--- config.mk ---
export PLATFORM = sky130hd
export DESIGN_NAME = dual_key_task_queue
export DESIGN_NICKNAME = d
export VERILOG_FILES = /design/src/design/dktq_pkg.sv /design/src/design/dual_key_task_queue.sv /design/src/design/dktq_cell.sv
export SDC_FILE = /design/constraint.sdc
export NUM_CORES = 2
export LEC_CHECK = 0
export ABC_CLOCK_PERIOD_IN_PS = 5500
export BUFFER_PORTS_ARGS = -buffer_cell sky130_fd_sc_hd__buf_2
export CORE_MARGIN = 1
export CORE_UTILIZATION = 62
export CTS_CLUSTER_DIAMETER = 40
export DETAILED_ROUTE_END_ITERATION = 12
export PLACE_DENSITY = 0.84
export RECOVER_POWER = 100
export SYNTH_ARGS = -nofsm -noshare
export SYNTH_HDL_FRONTEND = slang
export SYNTH_HIERARCHICAL = 1
export SYNTH_SLANG_ARGS = --single-unit
--- constraint.sdc ---
create_clock -name clock -period 5.5 [get_ports clock]
set_input_delay 1.1 -clock clock [delete_from_list [all_inputs] [get_ports clock]]
set_output_delay 1.1 -clock clock [all_outputs]
set_load 0.03 [all_outputs]
--- src/design/dktq_pkg.sv ---
`timescale 1ns / 1ps
// shared types and constants for the dual key task queue
// no dependencies; imported by every design file

package dktq_pkg;

   localparam int DEF_CAPACITY = 16;
   localparam int PRIO_W = 8;
   localparam int HOURS_W = 5;
   localparam int MINUTES_W = 6;
   localparam int SECONDS_W = 6;
   localparam int TIME_W = HOURS_W + MINUTES_W + SECONDS_W;
   localparam int TAG_W = 16;
   localparam int OUT_COUNT_W = 5;

   typedef enum logic [1:0] {
      ACT_ADD    = 2'd0,
      ACT_EXEC   = 2'd1,
      ACT_NEXT   = 2'd2,
      ACT_CHANGE = 2'd3
   } action_type;

   typedef enum logic [1:0] {
      ST_OK      = 2'd0,
      ST_EMPTY   = 2'd1,
      ST_FULL    = 2'd2,
      ST_NOMATCH = 2'd3
   } status_type;

   typedef enum logic [1:0] {
      FSM_IDLE,
      FSM_SCAN,
      FSM_APPLY
   } state_type;

   // time packed as hours, minutes, seconds so a plain compare is lexicographic
   typedef struct packed {
      logic [PRIO_W-1:0] prio;
      logic [TIME_W-1:0] tm;
      logic [TAG_W-1:0]  tag;
   } entry_type;

   typedef struct packed {
      logic      valid;
      entry_type entry;
   } cand_type;

   // command broadcast to every cell
   typedef struct packed {
      action_type        action;
      logic              by_time;
      logic [PRIO_W-1:0] new_prio;
      logic [TIME_W-1:0] new_time;
      logic [TAG_W-1:0]  tag;
      logic [PRIO_W-1:0] old_prio;
      logic [TIME_W-1:0] old_time;
      logic              apply;
   } cmd_type;

endpackage

--- src/design/dual_key_task_queue.sv ---
`timescale 1ns / 1ps
// dual key task queue: a row of CAPACITY cells; the best candidate and the
// match count ripple one cell per cycle along the row
// the rsp_valid beat is registered after the cell-to-cell scan and the apply state
// a request is taken only while idle, so the next one waits until this one is done
// the receiver cannot stall; every result is a single-cycle beat
// synchronous reset empties the table and returns to idle

module dual_key_task_queue #(
   parameter int CAPACITY = dktq_pkg::DEF_CAPACITY
) (
   input  logic                               clock,
   input  logic                               reset,
   input  logic                               start,
   output logic                               busy,
   input  logic [1:0]                         req_action,
   input  logic                               req_by_time,
   input  logic [dktq_pkg::PRIO_W-1:0]        req_priority_req,
   input  logic [dktq_pkg::HOURS_W-1:0]       req_hours,
   input  logic [dktq_pkg::MINUTES_W-1:0]     req_minutes,
   input  logic [dktq_pkg::SECONDS_W-1:0]     req_seconds,
   input  logic [dktq_pkg::TAG_W-1:0]         req_tag,
   input  logic [dktq_pkg::PRIO_W-1:0]        req_old_priority,
   input  logic [dktq_pkg::HOURS_W-1:0]       req_old_hours,
   input  logic [dktq_pkg::MINUTES_W-1:0]     req_old_minutes,
   input  logic [dktq_pkg::SECONDS_W-1:0]     req_old_seconds,
   output logic                               rsp_valid,
   output logic [1:0]                         rsp_status,
   output logic [dktq_pkg::PRIO_W-1:0]        rsp_out_priority,
   output logic [dktq_pkg::HOURS_W-1:0]       rsp_out_hours,
   output logic [dktq_pkg::MINUTES_W-1:0]     rsp_out_minutes,
   output logic [dktq_pkg::SECONDS_W-1:0]     rsp_out_seconds,
   output logic [dktq_pkg::TAG_W-1:0]         rsp_out_tag,
   output logic [dktq_pkg::OUT_COUNT_W-1:0]   rsp_occupancy,
   output logic [dktq_pkg::OUT_COUNT_W-1:0]   rsp_changed_count
);
   import dktq_pkg::*;

   localparam int IW = (CAPACITY > 1) ? $clog2(CAPACITY) : 1;
   localparam int CW = $clog2(CAPACITY + 1);

   state_type     state_ff, state_in;
   logic [IW-1:0] scan_ff, scan_in;
   logic [CW-1:0] count_ff, count_in;
   cmd_type       req_ff, req_in;
   cmd_type       cmd;
   logic          accept;

   logic          rsp_valid_ff, rsp_valid_in;
   status_type    status_ff, status_in;
   entry_type     out_ff, out_in;
   logic [CW-1:0] changed_ff, changed_in;

   entry_type     entries [CAPACITY];
   cand_type      cands [CAPACITY];
   logic [IW-1:0] cand_idx [CAPACITY];
   logic [CW-1:0] cand_cnt [CAPACITY];

   cand_type      best;

   assign accept = start && (state_ff == FSM_IDLE);
   assign busy   = state_ff != FSM_IDLE;

   always_comb begin
      req_in = req_ff;
      if (accept) begin
         req_in.action   = action_type'(req_action);
         req_in.by_time  = req_by_time;
         req_in.new_prio = req_priority_req;
         req_in.new_time = {req_hours, req_minutes, req_seconds};
         req_in.tag      = req_tag;
         req_in.old_prio = req_old_priority;
         req_in.old_time = {req_old_hours, req_old_minutes, req_old_seconds};
      end
      req_in.apply = 1'b0;
      cmd = req_ff;
      cmd.apply = state_ff == FSM_APPLY;
   end

   genvar gi;
   generate
      for (gi = 0; gi < CAPACITY; gi++) begin : g_cell
         cand_type      p_cand;
         logic [IW-1:0] p_idx;
         logic [CW-1:0] p_cnt;
         entry_type     n_entry;
         if (gi == 0) begin : g_head
            assign p_cand = '0;
            assign p_idx  = '0;
            assign p_cnt  = '0;
         end else begin : g_body
            assign p_cand = cands[gi-1];
            assign p_idx  = cand_idx[gi-1];
            assign p_cnt  = cand_cnt[gi-1];
         end
         if (gi == CAPACITY - 1) begin : g_tail
            assign n_entry = entries[gi];
         end else begin : g_mid
            assign n_entry = entries[gi+1];
         end
         dktq_cell #(
            .CAPACITY(CAPACITY),
            .INDEX(gi),
            .IW(IW),
            .CW(CW)
         ) u_cell (
            .clock(clock),
            .cmd(cmd),
            .count(count_ff),
            .best_idx(cand_idx[CAPACITY-1]),
            .prev_cand(p_cand),
            .prev_idx(p_idx),
            .prev_cnt(p_cnt),
            .cand(cands[gi]),
            .cand_idx(cand_idx[gi]),
            .cand_cnt(cand_cnt[gi]),
            .next_entry(n_entry),
            .entry(entries[gi])
         );
      end
   endgenerate

   assign best = cands[CAPACITY-1];

   always_comb begin
      state_in     = state_ff;
      scan_in      = scan_ff;
      count_in     = count_ff;
      rsp_valid_in = 1'b0;
      status_in    = status_ff;
      out_in       = out_ff;
      changed_in   = changed_ff;
      case (state_ff)
         FSM_IDLE: begin
            if (accept) begin
               state_in = FSM_SCAN;
               scan_in  = '0;
            end
         end
         FSM_SCAN: begin
            // the tail cell holds the answer once every cell has been visited
            if (scan_ff == IW'(CAPACITY - 1)) begin
               state_in = FSM_APPLY;
            end else begin
               scan_in = scan_ff + IW'(1);
            end
         end
         FSM_APPLY: begin
            state_in     = FSM_IDLE;
            rsp_valid_in = 1'b1;
            status_in    = ST_OK;
            out_in       = '0;
            changed_in   = '0;
            case (req_ff.action)
               ACT_ADD: begin
                  if (count_ff == CW'(CAPACITY)) begin
                     status_in = ST_FULL;
                  end else begin
                     count_in = count_ff + CW'(1);
                  end
               end
               ACT_EXEC, ACT_NEXT: begin
                  if (count_ff == '0) begin
                     status_in = ST_EMPTY;
                  end else begin
                     out_in = best.entry;
                     if (req_ff.action == ACT_EXEC) begin
                        count_in = count_ff - CW'(1);
                     end
                  end
               end
               ACT_CHANGE: begin
                  changed_in = cand_cnt[CAPACITY-1];
                  if (cand_cnt[CAPACITY-1] == '0) begin
                     status_in = ST_NOMATCH;
                  end
               end
               default: begin
                  status_in = ST_OK;
               end
            endcase
         end
         default: begin
            state_in = FSM_IDLE;
         end
      endcase
   end

   always_ff @(posedge clock) begin
      if (reset) begin
         state_ff     <= FSM_IDLE;
         count_ff     <= '0;
         rsp_valid_ff <= 1'b0;
      end else begin
         state_ff     <= state_in;
         count_ff     <= count_in;
         rsp_valid_ff <= rsp_valid_in;
      end
   end

   always_ff @(posedge clock) begin
      scan_ff    <= scan_in;
      req_ff     <= req_in;
      status_ff  <= status_in;
      out_ff     <= out_in;
      changed_ff <= changed_in;
   end

   assign rsp_valid         = rsp_valid_ff;
   assign rsp_status        = status_ff;
   assign rsp_out_priority  = out_ff.prio;
   assign rsp_out_hours     = out_ff.tm[TIME_W-1 -: HOURS_W];
   assign rsp_out_minutes   = out_ff.tm[SECONDS_W +: MINUTES_W];
   assign rsp_out_seconds   = out_ff.tm[SECONDS_W-1:0];
   assign rsp_out_tag       = out_ff.tag;
   assign rsp_occupancy     = OUT_COUNT_W'(count_ff);
   assign rsp_changed_count = OUT_COUNT_W'(changed_ff);

endmodule

--- src/design/dktq_cell.sv ---
`timescale 1ns / 1ps
// one table slot: holds an entry and passes the running best candidate
// and match count on to its right neighbor; depends on dktq_pkg

module dktq_cell #(
   parameter int CAPACITY = dktq_pkg::DEF_CAPACITY,
   parameter int INDEX = 0,
   parameter int IW = (CAPACITY > 1) ? $clog2(CAPACITY) : 1,
   parameter int CW = $clog2(CAPACITY + 1)
) (
   input  logic                clock,
   input  dktq_pkg::cmd_type   cmd,
   input  logic [CW-1:0]       count,
   input  logic [IW-1:0]       best_idx,
   input  dktq_pkg::cand_type  prev_cand,
   input  logic [IW-1:0]       prev_idx,
   input  logic [CW-1:0]       prev_cnt,
   output dktq_pkg::cand_type  cand,
   output logic [IW-1:0]       cand_idx,
   output logic [CW-1:0]       cand_cnt,
   input  dktq_pkg::entry_type next_entry,
   output dktq_pkg::entry_type entry
);
   import dktq_pkg::*;

   entry_type     entry_ff, entry_in;
   cand_type      cand_ff, cand_in;
   logic [IW-1:0] idx_ff, idx_in;
   logic [CW-1:0] cnt_ff, cnt_in;
   logic          own_valid, match, take_own, better;

   always_comb begin
      own_valid = CW'(INDEX) < count;
      if (cmd.by_time) begin
         match  = entry_ff.tm == cmd.old_time;
         better = entry_ff.tm < prev_cand.entry.tm;
      end else begin
         match  = entry_ff.prio == cmd.old_prio;
         better = entry_ff.prio > prev_cand.entry.prio;
      end
      match = match && own_valid;
      // ties keep the earlier candidate
      take_own = own_valid && (!prev_cand.valid || better);
      if (take_own) begin
         cand_in = {1'b1, entry_ff};
         idx_in  = IW'(INDEX);
      end else begin
         cand_in = prev_cand;
         idx_in  = prev_idx;
      end
      cnt_in = prev_cnt + CW'(match);

      entry_in = entry_ff;
      if (cmd.apply) begin
         case (cmd.action)
            ACT_ADD: begin
               if (CW'(INDEX) == count) begin
                  entry_in.prio = cmd.new_prio;
                  entry_in.tm   = cmd.new_time;
                  entry_in.tag  = cmd.tag;
               end
            end
            ACT_EXEC: begin
               // close the gap left by the removed entry
               if (IW'(INDEX) >= best_idx && (CW'(INDEX) + CW'(1)) < count) begin
                  entry_in = next_entry;
               end
            end
            ACT_CHANGE: begin
               if (match) begin
                  if (cmd.by_time) begin
                     entry_in.tm = cmd.new_time;
                  end else begin
                     entry_in.prio = cmd.new_prio;
                  end
               end
            end
            default: begin
               entry_in = entry_ff;
            end
         endcase
      end
   end

   always_ff @(posedge clock) begin
      entry_ff <= entry_in;
      cand_ff  <= cand_in;
      idx_ff   <= idx_in;
      cnt_ff   <= cnt_in;
   end

   assign entry    = entry_ff;
   assign cand     = cand_ff;
   assign cand_idx = idx_ff;
   assign cand_cnt = cnt_ff;

endmodule

==> run summary <==
The logs give 73 for the pin count of the biggest net entering global routing and 127 for the count of boundary I/O pins. In the routed layout, each cell is associated on average with a via count of 6.50. Setup repair after global routing left no endpoint under its margin. Cells with a size suffix above 1 make up 17.9% of the layout. Counting every sink on the clock net gives 1600. The tools report the diode insertion count for antenna repair as 0.

The worst setup path is captured at a register. The worst slew margin relative to its limit was -111%; the final period utilization was 83.6%. The endpoint of the worst-slack reg-to-reg timing path was g_cell[4].u_cell/entry[20].

Final global-route overflow total: 0. The detail route stage leaves a number of antenna-violating nets equal to 0. The number of cells produced by synthesis came out at 6771. The slowest stage of the critical path belongs to the cell sky130_fd_sc_hd__dfxtp_1. Clock tree synthesis inserted a total of 196 buffers. The total number of yosys warnings is 6, and the via count is 57449. The number of maximum-capacitance constraint violations is 19.

The floorplan has 133 rows. In this run the worst hold path is classified as reg -> reg. For the max-slew violation count, the log shows 899. Setup violations remaining at the end of the flow were counted as 0.

The most critical setup path has its startpoint at rsp_occupancy[1]. In the global route stage, overall resource usage came out at 30.9%. The run gives 0.0281 W as the total power draw. Together, buffers and inverters on the worst path number 2. The later pin in the worst-skew pair is clocked with a latency of 830 ps. The post-placement cell area was 84200 um2; the floorplan die width was 366 um. Summed over all cells, the static leakage comes to 33.5 nW.

For the post-synthesis instance area, the log shows 82000 um2. After clock tree synthesis, the clock-pin slew on the worst setup and hold paths is 70 ps. The worst-case IR drop observed on VDD is 0.278 mV. STA classifies the critical path startpoint as a register. Clock skew on the completed layout was measured at 45.2 ps. After clock tree synthesis, the setup repair step added 0 buffers. After detailed routing, the average wire length per cell comes to 24.0 um. The final reports fail on capacitance limit, slew limit. Post-CTS repair changed the size of 0 cells. For the pin with the worst max-slew slack, the measured transition is 3160 ps. In the layout the commonest cells are sky130_fd_sc_hd__dfxtp_1, sky130_fd_sc_hd__edfxtp_1, sky130_fd_sc_hd__mux2_2, sky130_fd_sc_hd__o211ai_1, sky130_fd_sc_hd__inv_1. Dividing total power by cell area gives a power density of 318 nW/um2. A synthesized cell averages 12.1 um2. The most common library cell in the layout ignoring fill and taps is sky130_fd_sc_hd__dfxtp_1. The post-route minimum period came out at 4600 ps.

The worst register-to-register path begins at rsp_occupancy[1]. The maximum level of the CTS H-tree is 4, and the maximum frequency from static timing analysis is 218 MHz. Following the worst setup path forward leads to its endpoint at g_cell[4].u_cell/entry[20]. The number of placed instances, taps included, is 8473. Port buffering added 126 buffers. The run finished, with violations left. For this run, the post-layout net count is 7413. The total area inside the core boundary comes to 131000 um2. Adding up every negative setup slack in the final design gives 0 ps. The worst endpoint required time is 5990 ps.

The cell sitting at the root of the clock tree is a sky130_fd_sc_hd__clkbuf_16. For the total wire length, the log shows 212000 um. Iteration count of the initial detailed-routing pass: 6. The initial antenna violation count came out at 0.

From synthesis to final layout, the design area changed by 8.03%. The initial utilization of the core area, before any placement, comes to 62.4%. The area of the die was 134000 um2. On the worst path, the slowest cell contributes a delay of 1580 ps. The tools report the final cell count without fillers as 8845. The logs give 56625 for the number of global-route vias before repair and 88500 um2 for the final non-filler cell area.

At the end of routability-driven placement, the weighted congestion stood at 0.948. The critical path arrival was 5080 ps; the logic depth of the worst path, buffers included was 7. The kind of cell with the highest combined delay on the critical path was flip-flops. The signal on the critical path passes through o21a_1, or3_1, clkbuf_1, and3_1, nand4_1, a21oi_1, buf_4.

The count of cells along the worst register-to-register path came out at 7. After the first detailed-routing iteration, the DRC count stood at 6155. TritonCTS built the clock tree. The first global-routing pass estimated 325000 um of wire.

Of all nets on the critical path, the largest fanout is 39. Setup slack on the worst reg-to-reg path comes out at 900 ps. After detailed routing, the number of remaining DRC violations is 0. The logs give 0 for the number of endpoints with negative hold slack in the final report and 3 for the clock tree buffer depth. The critical path is of the reg -> reg type.

In this run the vertical extent of the chip is 366 um. The detailed placer's ending HPWL is 146000 um, and the total of hold buffers inserted after clock tree synthesis is 0.
-- state kept, by name (all words and copies together) (netlist names), 6 cells and up --
register / cells
g_cell.u_cell/cand_cnt: 80
cmd: 69
rsp_out_tag: 16
rsp_out_minutes: 6
rsp_out_priority: 8
rsp_out_seconds: 6
g_cell.u_cell/cand_idx: 64
g_cell.u_cell/entry: 656
g_cell.u_cell/cand: 671
-- how the worst min path moves through the flow --
stage / from / endpoint / slack [ps] / cells past startpoint
after global routing: g_cell[13].u_cell/cand_idx[1] / g_cell[14].u_cell/cand_idx[1] / 420 / 1
after global placement: g_cell[2].u_cell/cand_idx[1] / g_cell[3].u_cell/cand_idx[1] / 390 / 1
after detailed placement: g_cell[5].u_cell/cand_idx[2] / g_cell[6].u_cell/cand_idx[2] / 400 / 1
final: g_cell[11].u_cell/cand_idx[3] / g_cell[12].u_cell/cand_idx[3] / 390 / 1
after CTS: g_cell[11].u_cell/cand_idx[3] / g_cell[12].u_cell/cand_idx[3] / 390 / 1
after floorplan: g_cell[2].u_cell/cand_idx[0] / g_cell[3].u_cell/cand_idx[0] / 390 / 1
-- worst reg2reg max path, stage by stage, from the launching register on --
cell and delay (ps):
sky130_fd_sc_hd__dfxtp_1 1580, sky130_fd_sc_hd__o21a_1 370, sky130_fd_sc_hd__or3_1 340, sky130_fd_sc_hd__clkbuf_1 1050, sky130_fd_sc_hd__and3_1 290, sky130_fd_sc_hd__nand4_1 110, sky130_fd_sc_hd__a21oi_1 190, sky130_fd_sc_hd__buf_4 320
-- metal layers --
layer | part of all wire (%) | GRT usage, %
met5 | 0 | 0
met4 | 4.9 | 14.6
met3 | 8.0 | 4.71
met2 | 47 | 51.8
met1 | 40 | 39.2
-- where the power goes --
part           internal, W  leakage, nW  switching, W
Combinational     0.000847         16.4       0.00100
Sequential          0.0129         13.9      0.000347
Clock              0.00767         3.19       0.00536
-- final cells by class --
| type | instances | area [um2] |
|---|---|---|
| timing repair buffer | 252 | 1400 |
| clock inverter | 116 | 1200 |
| clock buffer | 256 | 5430 |
| sequential | 1600 | 39800 |
| fill | 9437 | 42800 |
| tap | 1755 | 2200 |
| multi-input combinational | 4435 | 36900 |
| inverter | 431 | 1620 |
-- metrics by stage --
step / hold WS [ps] / setup WS [ps] / util [%]
finish: 394 / 903 / 67.4
global route: 422 / 883 / 67.4
CTS: 393 / 1910 / 69.2
detailed placement: 396 / 1980 / 64.1
global placement: 394 / 2050 / 64.1
floorplan: 386 / 1000 / -
Power figures use the tool's default switching activity.
